`src/sv/tap_tempo_beat_tracker_defines.svh`:
```
// Assertion helpers for the beat tracker.
// Each macro expects clk and rst_n in scope at the point of use.
`ifndef TAP_TEMPO_BEAT_TRACKER_DEFINES_SVH
`define TAP_TEMPO_BEAT_TRACKER_DEFINES_SVH

// Consequent must hold in the same cycle as the antecedent
`define TTB_ASSERT_NOW(name, ante, cons, msg) \
    name: assert property (@(posedge clk) disable iff (!rst_n) (ante) |-> (cons)) \
        else $error(msg);

// Consequent must hold in the cycle after the antecedent
`define TTB_ASSERT_NEXT(name, ante, cons, msg) \
    name: assert property (@(posedge clk) disable iff (!rst_n) (ante) |=> (cons)) \
        else $error(msg);

`endif

```
`src/sv/ttb_pkg.sv`:
```
package ttb_pkg;

    // Field and state widths
    localparam int PHASE_BITS      = 48;
    localparam int RATE_FRAC_BITS  = 16;
    localparam int RATE_INT_BITS   = 12;
    localparam int RATE_BITS       = RATE_INT_BITS + RATE_FRAC_BITS;
    localparam int TIME_BITS       = 32;
    localparam int TEMPO_BITS      = 26;
    localparam int TEMPO_FRAC_BITS = 8;

    // Phase increment: elapsed * rate with the rate fraction dropped
    localparam int INC_BITS = RATE_BITS + TIME_BITS - RATE_FRAC_BITS;

    // Beat arithmetic in millibeats
    localparam int BEAT_MB      = 1000;
    localparam int HALF_BEAT_MB = 500;
    localparam int ERR_SPAN_MB  = BEAT_MB + HALF_BEAT_MB;
    localparam int REM_BITS     = $clog2(BEAT_MB);
    localparam int SPAN_BITS    = $clog2(ERR_SPAN_MB + 1);
    localparam int NUM_BITS     = SPAN_BITS + RATE_FRAC_BITS;

    // Tempo conversion
    localparam int RESET_BPM   = 140;
    localparam int SEC_PER_MIN = 60;
    localparam logic [RATE_BITS-1:0] RATE_RESET =
        RATE_BITS'((64'(RESET_BPM) << RATE_FRAC_BITS) / 64'(SEC_PER_MIN));

    // Serial digit sizes and step counts
    localparam int MUL_DIGIT = 2;
    localparam int MOD_DIGIT = 4;
    localparam int MUL_STEPS = TIME_BITS / MUL_DIGIT;
    localparam int MOD_STEPS = PHASE_BITS / MOD_DIGIT;
    localparam int DIV_STEPS = NUM_BITS;
    localparam int MAX_STEPS_A = (MUL_STEPS > MOD_STEPS) ? MUL_STEPS : MOD_STEPS;
    localparam int MAX_STEPS   = (MAX_STEPS_A > DIV_STEPS) ? MAX_STEPS_A : DIV_STEPS;
    localparam int CNT_BITS    = $clog2(MAX_STEPS + 1);

    // Request selector codes
    localparam logic REQ_TAP   = 1'b0;
    localparam logic REQ_QUERY = 1'b1;

    typedef struct packed {
        logic                 req_type;
        logic [TIME_BITS-1:0] time_ms;
    } ttb_req_t;

    typedef struct packed {
        logic [PHASE_BITS-1:0] phase_mb;
        logic                  beat_flag;
        logic [TEMPO_BITS-1:0] tempo_bpm_q8;
    } ttb_rsp_t;

endpackage

```
`src/sv/tap_tempo_beat_tracker.sv`:
```
// Sequence: a request passes through the multiply, add, mod-1000 and tap states;
//   a tap with nonzero elapsed time also runs the divide and blend states.
// Throughput: a new request is taken only once the last is done, paced by the
//   2-bit serial multiplier, the 4-bit serial mod-1000 unit and the 1-bit divider;
//   a response held by rsp_ready low stalls the next one in ST_FIN until it is taken.
// Reset: rate returns to 140 BPM, anchor time, anchor phase and last phase to zero.
`include "tap_tempo_beat_tracker_defines.svh"

module tap_tempo_beat_tracker
    import ttb_pkg::*;
(
    input  logic     clk,
    input  logic     rst_n,
    input  logic     req_valid,
    output logic     req_ready,
    input  ttb_req_t req,
    output logic     rsp_valid,
    input  logic     rsp_ready,
    output ttb_rsp_t rsp
);

    localparam logic [2:0] ST_IDLE  = 3'd0;
    localparam logic [2:0] ST_MUL   = 3'd1;
    localparam logic [2:0] ST_ADD   = 3'd2;
    localparam logic [2:0] ST_MOD   = 3'd3;
    localparam logic [2:0] ST_TAP   = 3'd4;
    localparam logic [2:0] ST_DIV   = 3'd5;
    localparam logic [2:0] ST_BLEND = 3'd6;
    localparam logic [2:0] ST_FIN   = 3'd7;

    // Control and architectural state
    logic [2:0]            state_reg, state_next;
    logic [CNT_BITS-1:0]   cnt_reg, cnt_next;
    logic                  rsp_valid_reg, rsp_valid_next;
    logic [RATE_BITS-1:0]  rate_reg, rate_next;
    logic [TIME_BITS-1:0]  anchor_ms_reg, anchor_ms_next;
    logic [PHASE_BITS-1:0] anchor_mb_reg, anchor_mb_next;
    logic [REM_BITS-1:0]   last_rem_reg, last_rem_next;

    // Working registers
    logic                  query_reg, query_next;
    logic [TIME_BITS-1:0]  time_reg, time_next;
    logic [TIME_BITS-1:0]  elapsed_reg, elapsed_next;
    logic [RATE_BITS-1:0]  acc_hi_reg, acc_hi_next;
    logic [TIME_BITS-1:0]  acc_lo_reg, acc_lo_next;
    logic [PHASE_BITS-1:0] phase_reg, phase_next;
    logic [REM_BITS-1:0]   rem_reg, rem_next;
    logic [TIME_BITS-1:0]  divrem_reg, divrem_next;
    logic [NUM_BITS-1:0]   dsh_reg, dsh_next;
    logic                  flag_reg, flag_next;
    ttb_rsp_t              rsp_reg, rsp_next;

    // Datapath temporaries
    logic [RATE_BITS-1:0]  mul_hi;
    logic [TIME_BITS-1:0]  mul_lo;
    logic [RATE_BITS:0]    mul_sum;
    logic [INC_BITS-1:0]   inc;
    logic [REM_BITS-1:0]   mod_r;
    logic [REM_BITS:0]     mod_t;
    logic [REM_BITS:0]     err_off;
    logic [SPAN_BITS-1:0]  span;
    logic [TIME_BITS:0]    trial;
    logic                  ge;
    logic [RATE_BITS+1:0]  blend_sum;
    logic [RATE_BITS+5:0]  rate_x60;
    logic                  last_step;

    assign req_ready = (state_reg == ST_IDLE);
    assign rsp_valid = rsp_valid_reg;
    assign rsp       = rsp_reg;

    always_comb
    begin
        // Multiplier: MUL_DIGIT shift-add steps, elapsed bits LSB first
        mul_hi  = acc_hi_reg;
        mul_lo  = acc_lo_reg;
        mul_sum = '0;
        for (int i = 0; i < MUL_DIGIT; i++)
        begin
            mul_sum = {1'b0, mul_hi} + (mul_lo[0] ? {1'b0, rate_reg} : '0);
            mul_lo  = {mul_sum[0], mul_lo[TIME_BITS-1:1]};
            mul_hi  = mul_sum[RATE_BITS:1];
        end

        // Product bits above the rate fraction
        inc = {acc_hi_reg, acc_lo_reg[TIME_BITS-1:RATE_FRAC_BITS]};

        // Mod 1000: MOD_DIGIT restoring steps, phase bits MSB first
        mod_r = rem_reg;
        mod_t = '0;
        for (int i = 0; i < MOD_DIGIT; i++)
        begin
            mod_t = {mod_r, phase_reg[PHASE_BITS-1-i]};
            if (mod_t >= (REM_BITS+1)'(BEAT_MB))
            begin
                mod_t = mod_t - (REM_BITS+1)'(BEAT_MB);
            end
            mod_r = mod_t[REM_BITS-1:0];
        end

        // Offset error to nearest beat, 0..999, and 1500 - error
        err_off = {1'b0, rem_reg} + (REM_BITS+1)'(HALF_BEAT_MB);
        if (err_off >= (REM_BITS+1)'(BEAT_MB))
        begin
            err_off = err_off - (REM_BITS+1)'(BEAT_MB);
        end
        span = SPAN_BITS'(ERR_SPAN_MB) - SPAN_BITS'(err_off);

        // Divider: one restoring step
        trial = {divrem_reg, dsh_reg[NUM_BITS-1]};
        ge    = (trial >= {1'b0, elapsed_reg});

        // Blend 1/4 new to 3/4 old; the quotient is narrower than the rate,
        // so it never reaches the rate maximum
        blend_sum = (RATE_BITS+2)'(dsh_reg) + {2'b00, rate_reg} + {1'b0, rate_reg, 1'b0};

        // rate * 60 as rate * 64 - rate * 4
        rate_x60 = {rate_reg, 6'b0} - {4'b0, rate_reg, 2'b0};
    end

    // Sequencer
    always_comb
    begin
        state_next     = state_reg;
        cnt_next       = cnt_reg;
        rsp_valid_next = rsp_valid_reg && !rsp_ready;
        rate_next      = rate_reg;
        anchor_ms_next = anchor_ms_reg;
        anchor_mb_next = anchor_mb_reg;
        last_rem_next  = last_rem_reg;
        query_next     = query_reg;
        time_next      = time_reg;
        elapsed_next   = elapsed_reg;
        acc_hi_next    = acc_hi_reg;
        acc_lo_next    = acc_lo_reg;
        phase_next     = phase_reg;
        rem_next       = rem_reg;
        divrem_next    = divrem_reg;
        dsh_next       = dsh_reg;
        flag_next      = flag_reg;
        rsp_next       = rsp_reg;
        last_step      = 1'b0;

        unique case (state_reg)
            ST_IDLE:
            begin
                if (req_valid)
                begin
                    query_next   = (req.req_type == REQ_QUERY);
                    time_next    = req.time_ms;
                    elapsed_next = req.time_ms - anchor_ms_reg;
                    acc_hi_next  = '0;
                    acc_lo_next  = req.time_ms - anchor_ms_reg;
                    cnt_next     = '0;
                    state_next   = ST_MUL;
                end
            end
            ST_MUL:
            begin
                acc_hi_next = mul_hi;
                acc_lo_next = mul_lo;
                cnt_next    = cnt_reg + 1'b1;
                last_step   = (cnt_reg == CNT_BITS'(MUL_STEPS - 1));
                if (last_step)
                begin
                    state_next = ST_ADD;
                end
            end
            ST_ADD:
            begin
                phase_next = anchor_mb_reg + PHASE_BITS'(inc);
                rem_next   = '0;
                cnt_next   = '0;
                state_next = ST_MOD;
            end
            ST_MOD:
            begin
                rem_next   = mod_r;
                // Rotate so the phase is whole again after the last step
                phase_next = {phase_reg[PHASE_BITS-MOD_DIGIT-1:0],
                              phase_reg[PHASE_BITS-1 -: MOD_DIGIT]};
                cnt_next   = cnt_reg + 1'b1;
                last_step  = (cnt_reg == CNT_BITS'(MOD_STEPS - 1));
                if (last_step)
                begin
                    state_next = ST_TAP;
                end
            end
            ST_TAP:
            begin
                if (query_reg)
                begin
                    flag_next     = (rem_reg < last_rem_reg);
                    last_rem_next = rem_reg;
                    state_next    = ST_FIN;
                end
                else
                begin
                    flag_next      = 1'b0;
                    anchor_ms_next = time_reg;
                    anchor_mb_next = phase_reg;
                    divrem_next    = '0;
                    dsh_next       = {span, RATE_FRAC_BITS'(0)};
                    cnt_next       = '0;
                    // Zero elapsed time keeps the old rate
                    state_next     = (elapsed_reg != '0) ? ST_DIV : ST_FIN;
                end
            end
            ST_DIV:
            begin
                divrem_next = ge ? TIME_BITS'(trial - {1'b0, elapsed_reg})
                                 : trial[TIME_BITS-1:0];
                dsh_next    = {dsh_reg[NUM_BITS-2:0], ge};
                cnt_next    = cnt_reg + 1'b1;
                last_step   = (cnt_reg == CNT_BITS'(DIV_STEPS - 1));
                if (last_step)
                begin
                    state_next = ST_BLEND;
                end
            end
            ST_BLEND:
            begin
                rate_next  = blend_sum[RATE_BITS+1:2];
                state_next = ST_FIN;
            end
            ST_FIN:
            begin
                // Load the output register once it is free
                if (!rsp_valid_reg || rsp_ready)
                begin
                    rsp_next.phase_mb     = phase_reg;
                    rsp_next.beat_flag    = flag_reg;
                    rsp_next.tempo_bpm_q8 =
                        TEMPO_BITS'(rate_x60 >> (RATE_FRAC_BITS - TEMPO_FRAC_BITS));
                    rsp_valid_next        = 1'b1;
                    state_next            = ST_IDLE;
                end
            end
            default:
            begin
                state_next = ST_IDLE;
            end
        endcase
    end

    // Control and architectural state
    always_ff @(posedge clk or negedge rst_n)
    begin
        if (!rst_n)
        begin
            state_reg     <= ST_IDLE;
            cnt_reg       <= '0;
            rsp_valid_reg <= 1'b0;
            rate_reg      <= RATE_RESET;
            anchor_ms_reg <= '0;
            anchor_mb_reg <= '0;
            last_rem_reg  <= '0;
        end
        else
        begin
            state_reg     <= state_next;
            cnt_reg       <= cnt_next;
            rsp_valid_reg <= rsp_valid_next;
            rate_reg      <= rate_next;
            anchor_ms_reg <= anchor_ms_next;
            anchor_mb_reg <= anchor_mb_next;
            last_rem_reg  <= last_rem_next;
        end
    end

    // Working registers
    always_ff @(posedge clk)
    begin
        query_reg   <= query_next;
        time_reg    <= time_next;
        elapsed_reg <= elapsed_next;
        acc_hi_reg  <= acc_hi_next;
        acc_lo_reg  <= acc_lo_next;
        phase_reg   <= phase_next;
        rem_reg     <= rem_next;
        divrem_reg  <= divrem_next;
        dsh_reg     <= dsh_next;
        flag_reg    <= flag_next;
        rsp_reg     <= rsp_next;
    end

    // Checks
    `TTB_ASSERT_NOW(a_div_nonzero, state_reg == ST_DIV, elapsed_reg != '0, "divide by zero elapsed")
    `TTB_ASSERT_NOW(a_flag_query, (state_reg == ST_FIN) && !query_reg, !flag_reg, "beat flag on tap")
    `TTB_ASSERT_NEXT(a_rate_hold, state_reg != ST_BLEND, $stable(rate_reg), "rate moved outside blend")
    `TTB_ASSERT_NEXT(a_anchor_hold, state_reg != ST_TAP, $stable(anchor_ms_reg), "anchor moved outside tap")

endmodule

```
`config.mk`:
```
export PLATFORM = sky130hd
export DESIGN_NAME = tap_tempo_beat_tracker
export DESIGN_NICKNAME = d
export VERILOG_FILES = /design/src/sv/ttb_pkg.sv /design/src/sv/tap_tempo_beat_tracker.sv
export VERILOG_INCLUDE_DIRS = /design/src /design/src/sv
export SDC_FILE = /design/constraint.sdc
export NUM_CORES = 1
export LEC_CHECK = 0
export ABC_CLOCK_PERIOD_IN_PS = 6500
export BUFFER_PORTS_ARGS = -buffer_cell sky130_fd_sc_hd__buf_4
export CORE_ASPECT_RATIO = 1.2
export CORE_UTILIZATION = 60
export CTS_CLUSTER_DIAMETER = 200
export CTS_CLUSTER_SIZE = 14
export DETAILED_ROUTE_END_ITERATION = 6
export GPL_ROUTABILITY_DRIVEN = 0
export PLACE_DENSITY = 0.78
export SLEW_MARGIN = 25
export SYNTH_ARGS = -nofsm -noshare
export SYNTH_HDL_FRONTEND = slang
export SYNTH_SLANG_ARGS = --single-unit
```
`constraint.sdc`:
```
create_clock -name clk -period 6.5 [get_ports clk]
set_clock_uncertainty 0.2 [all_clocks]
set_input_delay 0.975 -clock clk [delete_from_list [all_inputs] [get_ports clk]]
set_output_delay 0.975 -clock clk [all_outputs]
set_load 0.1 [all_outputs]
```
======== Yosys cells after proc, flatten, opt, wreduce, memory -nomap -nowiden ========
Cells that the tools add are included.
storage, ports and cells
  input bits .............................. 37
  output and inout bits ................... 77
  register bits after elaboration ......... 445
  word-level logic and storage cells ...... 110
operators by class
  mux-type cells .......................... 31
  eq/ne operators ......................... 16
  reduce and logical (&&, ||, !) cells .... 19
  $add $sub $neg .......................... 16
  order comparisons ....................... 7
  bitwise gates (word level) .............. 1
operators with widths
  operator                  count
  $pmux W32 S2              2
  $mux W32                  3
  $pmux W48 S2              1
  $mux W28                  3
  $sub A32 B32 Y32          2
  $add A28 B28 Y29          2
  $pmux W28 S2              1
  $ge A11 B10 Y1 const B    5
  $pmux W27 S2              1
  $add A48 B44 Y48          1
  $mux W10                  4
  $sub A10 B10 Y10 const B  4
  $sub A34 B30 Y34          1
  $ge A33 B32 Y1            1
  $reduce_bool A32 Y1       1
  $add A29 B29 Y30          1
  $add A27 B28 Y29          1
  $mux W27                  1
  $pmux W3 S8               1
  $pmux W10 S2              1
  $pmux W5 S4               1
  $mux W3                   5
  $eq A3 B3 Y1 const B      4
  $ne A2 B2 Y1 const B      6
  24 further kinds          37

======== Longest topological paths before layout ========
  word-level depth ........................ 9
  gate-level depth with buffers ........... 28
  depth with buffers taken out ............ 28

======== Least setup slack after synthesis ========
OpenSTA, ideal clock, no wires.
  kind .................................... register to register
  from .................................... register state_reg[0]
  to ...................................... register acc_hi_reg[0] (enable)
  stages on the path, launching flop included .. 6
  period minus slack after synthesis ...... 6218 ps
  path buffers ............................ 2
  path slack .............................. 282 ps
  required time ........................... 5908 ps
  library setup time ...................... 392 ps
  data arrival time ....................... 5626 ps
  cells stage by stage .................... dfrtp_1 -> clkbuf_1 -> clkbuf_1 -> nor3_1 -> and2_1 -> or2_2
on the way
  word-level cells in the longest chain between the ends .. 3
  elaborated cells on any way between the ends .. 5
  classes of those cells .................. 2 x eq/ne; 3 x reduce/logical
RTL lines
  item                                                                 line                           text
  start: declaration                                                   tap_tempo_beat_tracker.sv:32   logic [2:0] state_reg, state_next;
  start signal: assignment                                             tap_tempo_beat_tracker.sv:261  state_reg <= state_next;
  $logic_not A3 Y1 (*)                                                 --
  net req_ready                                                        tap_tempo_beat_tracker.sv:15   output logic req_ready,
  $ne A2 B2 Y1 (no source line) or $reduce_bool A2 Y1 (tied branches)  --
  $reduce_and A2 Y1 (no source line) (*)                               --
  end signal: assignment                                               tap_tempo_beat_tracker.sv:277  acc_hi_reg <= acc_hi_next;
  end: declaration                                                     tap_tempo_beat_tracker.sv:44   logic [RATE_BITS-1:0] acc_hi_reg, acc_hi_next;
The timed path passes the listed nets; every way through them passes the cells marked *.
A chain may end at the register's enable or synchronous reset.

======== Final worst setup path ========
  from .................................... register acc_lo_reg[0]
  to ...................................... register acc_hi_reg[25] (data pin)
on the way
  word-level cells in the longest chain between the ends .. 4
RTL lines
  item                            line                           text
  start: declaration              tap_tempo_beat_tracker.sv:45   logic [TIME_BITS-1:0] acc_lo_reg, acc_lo_next;
  start signal: assignment        tap_tempo_beat_tracker.sv:278  acc_lo_reg <= acc_lo_next;
  $mux W28                        tap_tempo_beat_tracker.sv:80   mul_sum = {1'b0, mul_hi} + (mul_lo[0] ? {1'b0, rate_reg} : '0);
  $add A28 B28 Y29 (2 in series)  tap_tempo_beat_tracker.sv:80
  $pmux W28 S2                    tap_tempo_beat_tracker.sv:144  unique case (state_reg)
No other way between the ends.

==> results list <==
- After detailed routing, the total wire length is about 70000 µm.
* Largest net degree at the start of global routing: 93
- Synthesized cell area: ~0.029 mm²
- Measured against its own limit, the worst slew margin works out to 0.395.
- Derived from the worst setup path, the maximum achievable clock frequency is around 170 MHz.
- Count of input and output buffers: 113
* Data required time at the worst endpoint: roughly 6.6 ns
- Synthesis produced a netlist whose cell count is 2888.
- Post-route minimum period: 5.97 ns
* Type of the worst min-delay path: register to register
- Total die area: 0.0491 mm²
- Of the total synthesized cell area, the portion taken by full adders, half adders and majority gates is 0.125.
* Sequential share of the synthesized area: 0.441
* Final sum of negative setup slack: 0 ns
* Num ports: 114
* Bufs on Longest Clock Path: 3
- Design Area, Final: between 0.03 and 0.04 mm²
- Delay contributed by the slowest stage of the critical path: 0.76 ns
- Max-cap violations in this run came to 0.
- Multiplexer fraction of the synthesized cell area: 0.0265
- Row Count: 87
- Cell at the root of the clock tree: clkbuf_16
- Setup slack closes at around 0.53 ns.
- Count of filler cells inserted in the layout: ~3700
* Detailed Route Iter0 Violations: around 1400
- STA classifies the critical path endpoint as a register.
- Total number of vias: around 22000
- Average footprint of a synthesized cell: approximately 10 µm²
* Antenna diodes: 0
* Detailed-placement wirelength estimate: just over 50000 µm
- Maximum fanout along the worst path: 28
- Width of the chip: roughly 200 µm
- Share of async-settable or async-resettable flops after synthesis: 0.285
- After clock tree synthesis, the clock-pin slew on the worst setup and hold paths is about 0.08 ns.
- Reg-to-reg critical path startpoint: acc_lo_reg[0]
- The number of endpoints with negative hold slack in the final report came to 0.
* Most Frequent Cell on Critical Path: nand2_1
* Unrepaired setup endpoints after global routing: no
- CTS built an H-tree with a depth of 2.
* Layout overhead on the synthesized area: 9.04%
- GRT Overall Usage: 0.287
- Register cell area after layout: roughly 0.013 mm²
* Number of cells traversed by the worst hold path: 2
- Main flop type after synthesis: edfxtp_1
- FF+latch count, synth: roughly 450
- Area share of and/or/nand/nor cells after synthesis: 0.142
- Buffers added to address setup during post-CTS repair amount to 0.
- Starting density of the core: 0.612
- For the pin with the worst max-slew slack, the measured transition is ~0.88 ns.
- TritonCTS built the clock tree.
- Measured along the y axis, the die boundary spans 242 µm.
- For this design, the slowest cell found on the critical path is edfxtp_1.
* Wire length of the first global-routing pass: 113000 µm
- Warnings, synthesis: 0
- STA classifies the critical path startpoint as a register.
- Outcome: complete, no violations
- Dividing the detail-routed wire length by the instance count gives 19.2 µm.
- Number of flip-flops under the largest register name: 75
- The number of gates resized after CTS was 0.
- Final core area utilization: 0.667
- Critical register-to-register path endpoint: acc_hi_reg[25]
- DR DRC count: 0
* Family with the most delay on the worst path: compound AO/OA/AOI/OAI gates
* Vias in the first global route: 22300
* Area fraction in compound gates after synthesis: 0.168
- Post-Place Cell Area: a little over 0.03 mm²
* CTS hold repair buffers: 0
- In the final layout, the share of cells above drive strength 1 is 0.0938.
- The max-slew violation count was 0.
- The setup check on the worst reg-to-reg path leaves a slack of roughly 0.53 ns.
- Number of nets with antenna violations after routing: 0
- Vias per cell: just over 6
- Period utilization: 0.918
* Number of distinct library cells after synthesis: 89
- The first TritonRoute pass finished after 5 iterations.
- The clock net in this run drives a total of 445 sinks.
* Worst-case setup slack after placement: just under 0.7 ns
* Core Region: 0.0472 mm²
- CP Class: register to register
- Buf+Inv Stages, Crit Path: 1
* Hold endpoint: anchor_ms_reg[30]
- Arrival time of data at the critical path endpoint: between 6 and 7 ns
- The number of antenna violations at the first check in global routing came to 1.
* Endpoints failing setup: 0
* Aggregate global routing overflow: 0
- For this run, the post-layout net count is approximately 3300.
- Of the total synthesized cell area, the portion taken by XOR and XNOR cells is 0.0630.
- Synthesized netlist net count: between 3000 and 4000
* Most common library cell in the layout ignoring fill and taps: edfxtp_1
- Number of cells on the worst reg-to-reg path: 28
* Most frequent cells in the layout: 318 x edfxtp_1, 266 x nand2_1, 237 x ha_1, 232 x a21oi_1, 229 x nor2_1
* Worst skew pair latency: approximately 0.60 ns
* EDFF count, synth: about 320
* Largest family of logic cells by synthesized area: compound AO/OA/AOI/OAI gates
* Number of buffers added by the clock tree synthesis step: 37
* Critical hold path startpoint: time_reg[30]
- In the final layout, the multi-input gates occupy roughly 0.015 mm².
final cells by class:
class	instances	share of cell area
clock buffer	64	0.0326
clock inverter	4	0.00226
tap	623	0.0247
multi-input combinational	2185	0.484
sequential	445	0.404
timing repair buffer	129	0.0312
inverter	179	0.0213
layer usage:
layer  share of wire  wire length [µm]  vias up  track usage
met4           0.055              3840        0        0.152
li1                -                 -    10600            -
met5               0                 0        -            0
met1            0.39             27300    10700        0.333
met3           0.045              3150      209       0.0379
met2            0.51             35500      644        0.513
cells in the mapped netlist, types with 32 or more instances:
cell	n	area share
dfrtp_1	118	0.10
nor2_1	231	0.030
inv_1	178	0.023
clkbuf_1	65	0.0084
nand3_1	52	0.0090
nand2_1	267	0.035
nor3_1	42	0.0073
nor2b_1	35	0.0076
nand2b_1	37	0.0080
xor2_1	77	0.023
xnor2_1	131	0.040
mux2_2	61	0.024
ha_1	237	0.10
o21ai_0	207	0.036
and2_1	83	0.018
fa_1	32	0.022
edfxtp_1	318	0.33
a21oi_1	232	0.040
a21o_1	103	0.027
worst reg2reg max path: cells and delay by family, from the launching register on:
family,cells,cell delay [ns]
fa+ha+maj,3,0.92
buf+inv,1,0.06
simple gates,11,1.38
compound gates,11,2.07
xor+xnor,2,0.31
flops,1,0.76
cell families (layout without fill, tap and decap cells):
| family | count (synthesis) | count (layout) |
|---|---|---|
| adder cells (fa/ha/maj) | 270 | 270 |
| flip-flops | 445 | 445 |
| AO/OA/AOI/OAI | 776 | 776 |
| XOR/XNOR | 208 | 208 |
| AND/OR/NAND/NOR | 862 | 862 |
| buffers and inverters | 258 | 376 |
| multiplexers | 69 | 69 |
worst max path at each step:
| stage | start | endpoint | cells after the start |
|---|---|---|---|
| after floorplan | state_reg[0] | acc_hi_reg[0] | 5 |
| after global placement | acc_lo_reg[0] | acc_hi_reg[25] | 28 |
| after detailed placement | acc_lo_reg[0] | acc_hi_reg[26] | 24 |
| after CTS | acc_lo_reg[0] | acc_hi_reg[26] | 24 |
| after global routing | acc_lo_reg[0] | acc_hi_reg[25] | 28 |
| final | acc_lo_reg[0] | acc_hi_reg[25] | 28 |
per-stage QoR:
| stage | std cells | hold WS, ns |
|---|---|---|
| floorplan | 2888 | 0.200 |
| global placement | 3560 | 0.233 |
| detailed placement | 3560 | 0.240 |
| CTS | 3628 | 0.256 |
| global route | 3629 | 0.281 |
| finish | 3629 | 0.252 |
Power is left out: the tool's default activity adds up to more than one toggle a clock period on the data nets, which glitch-free logic cannot reach.
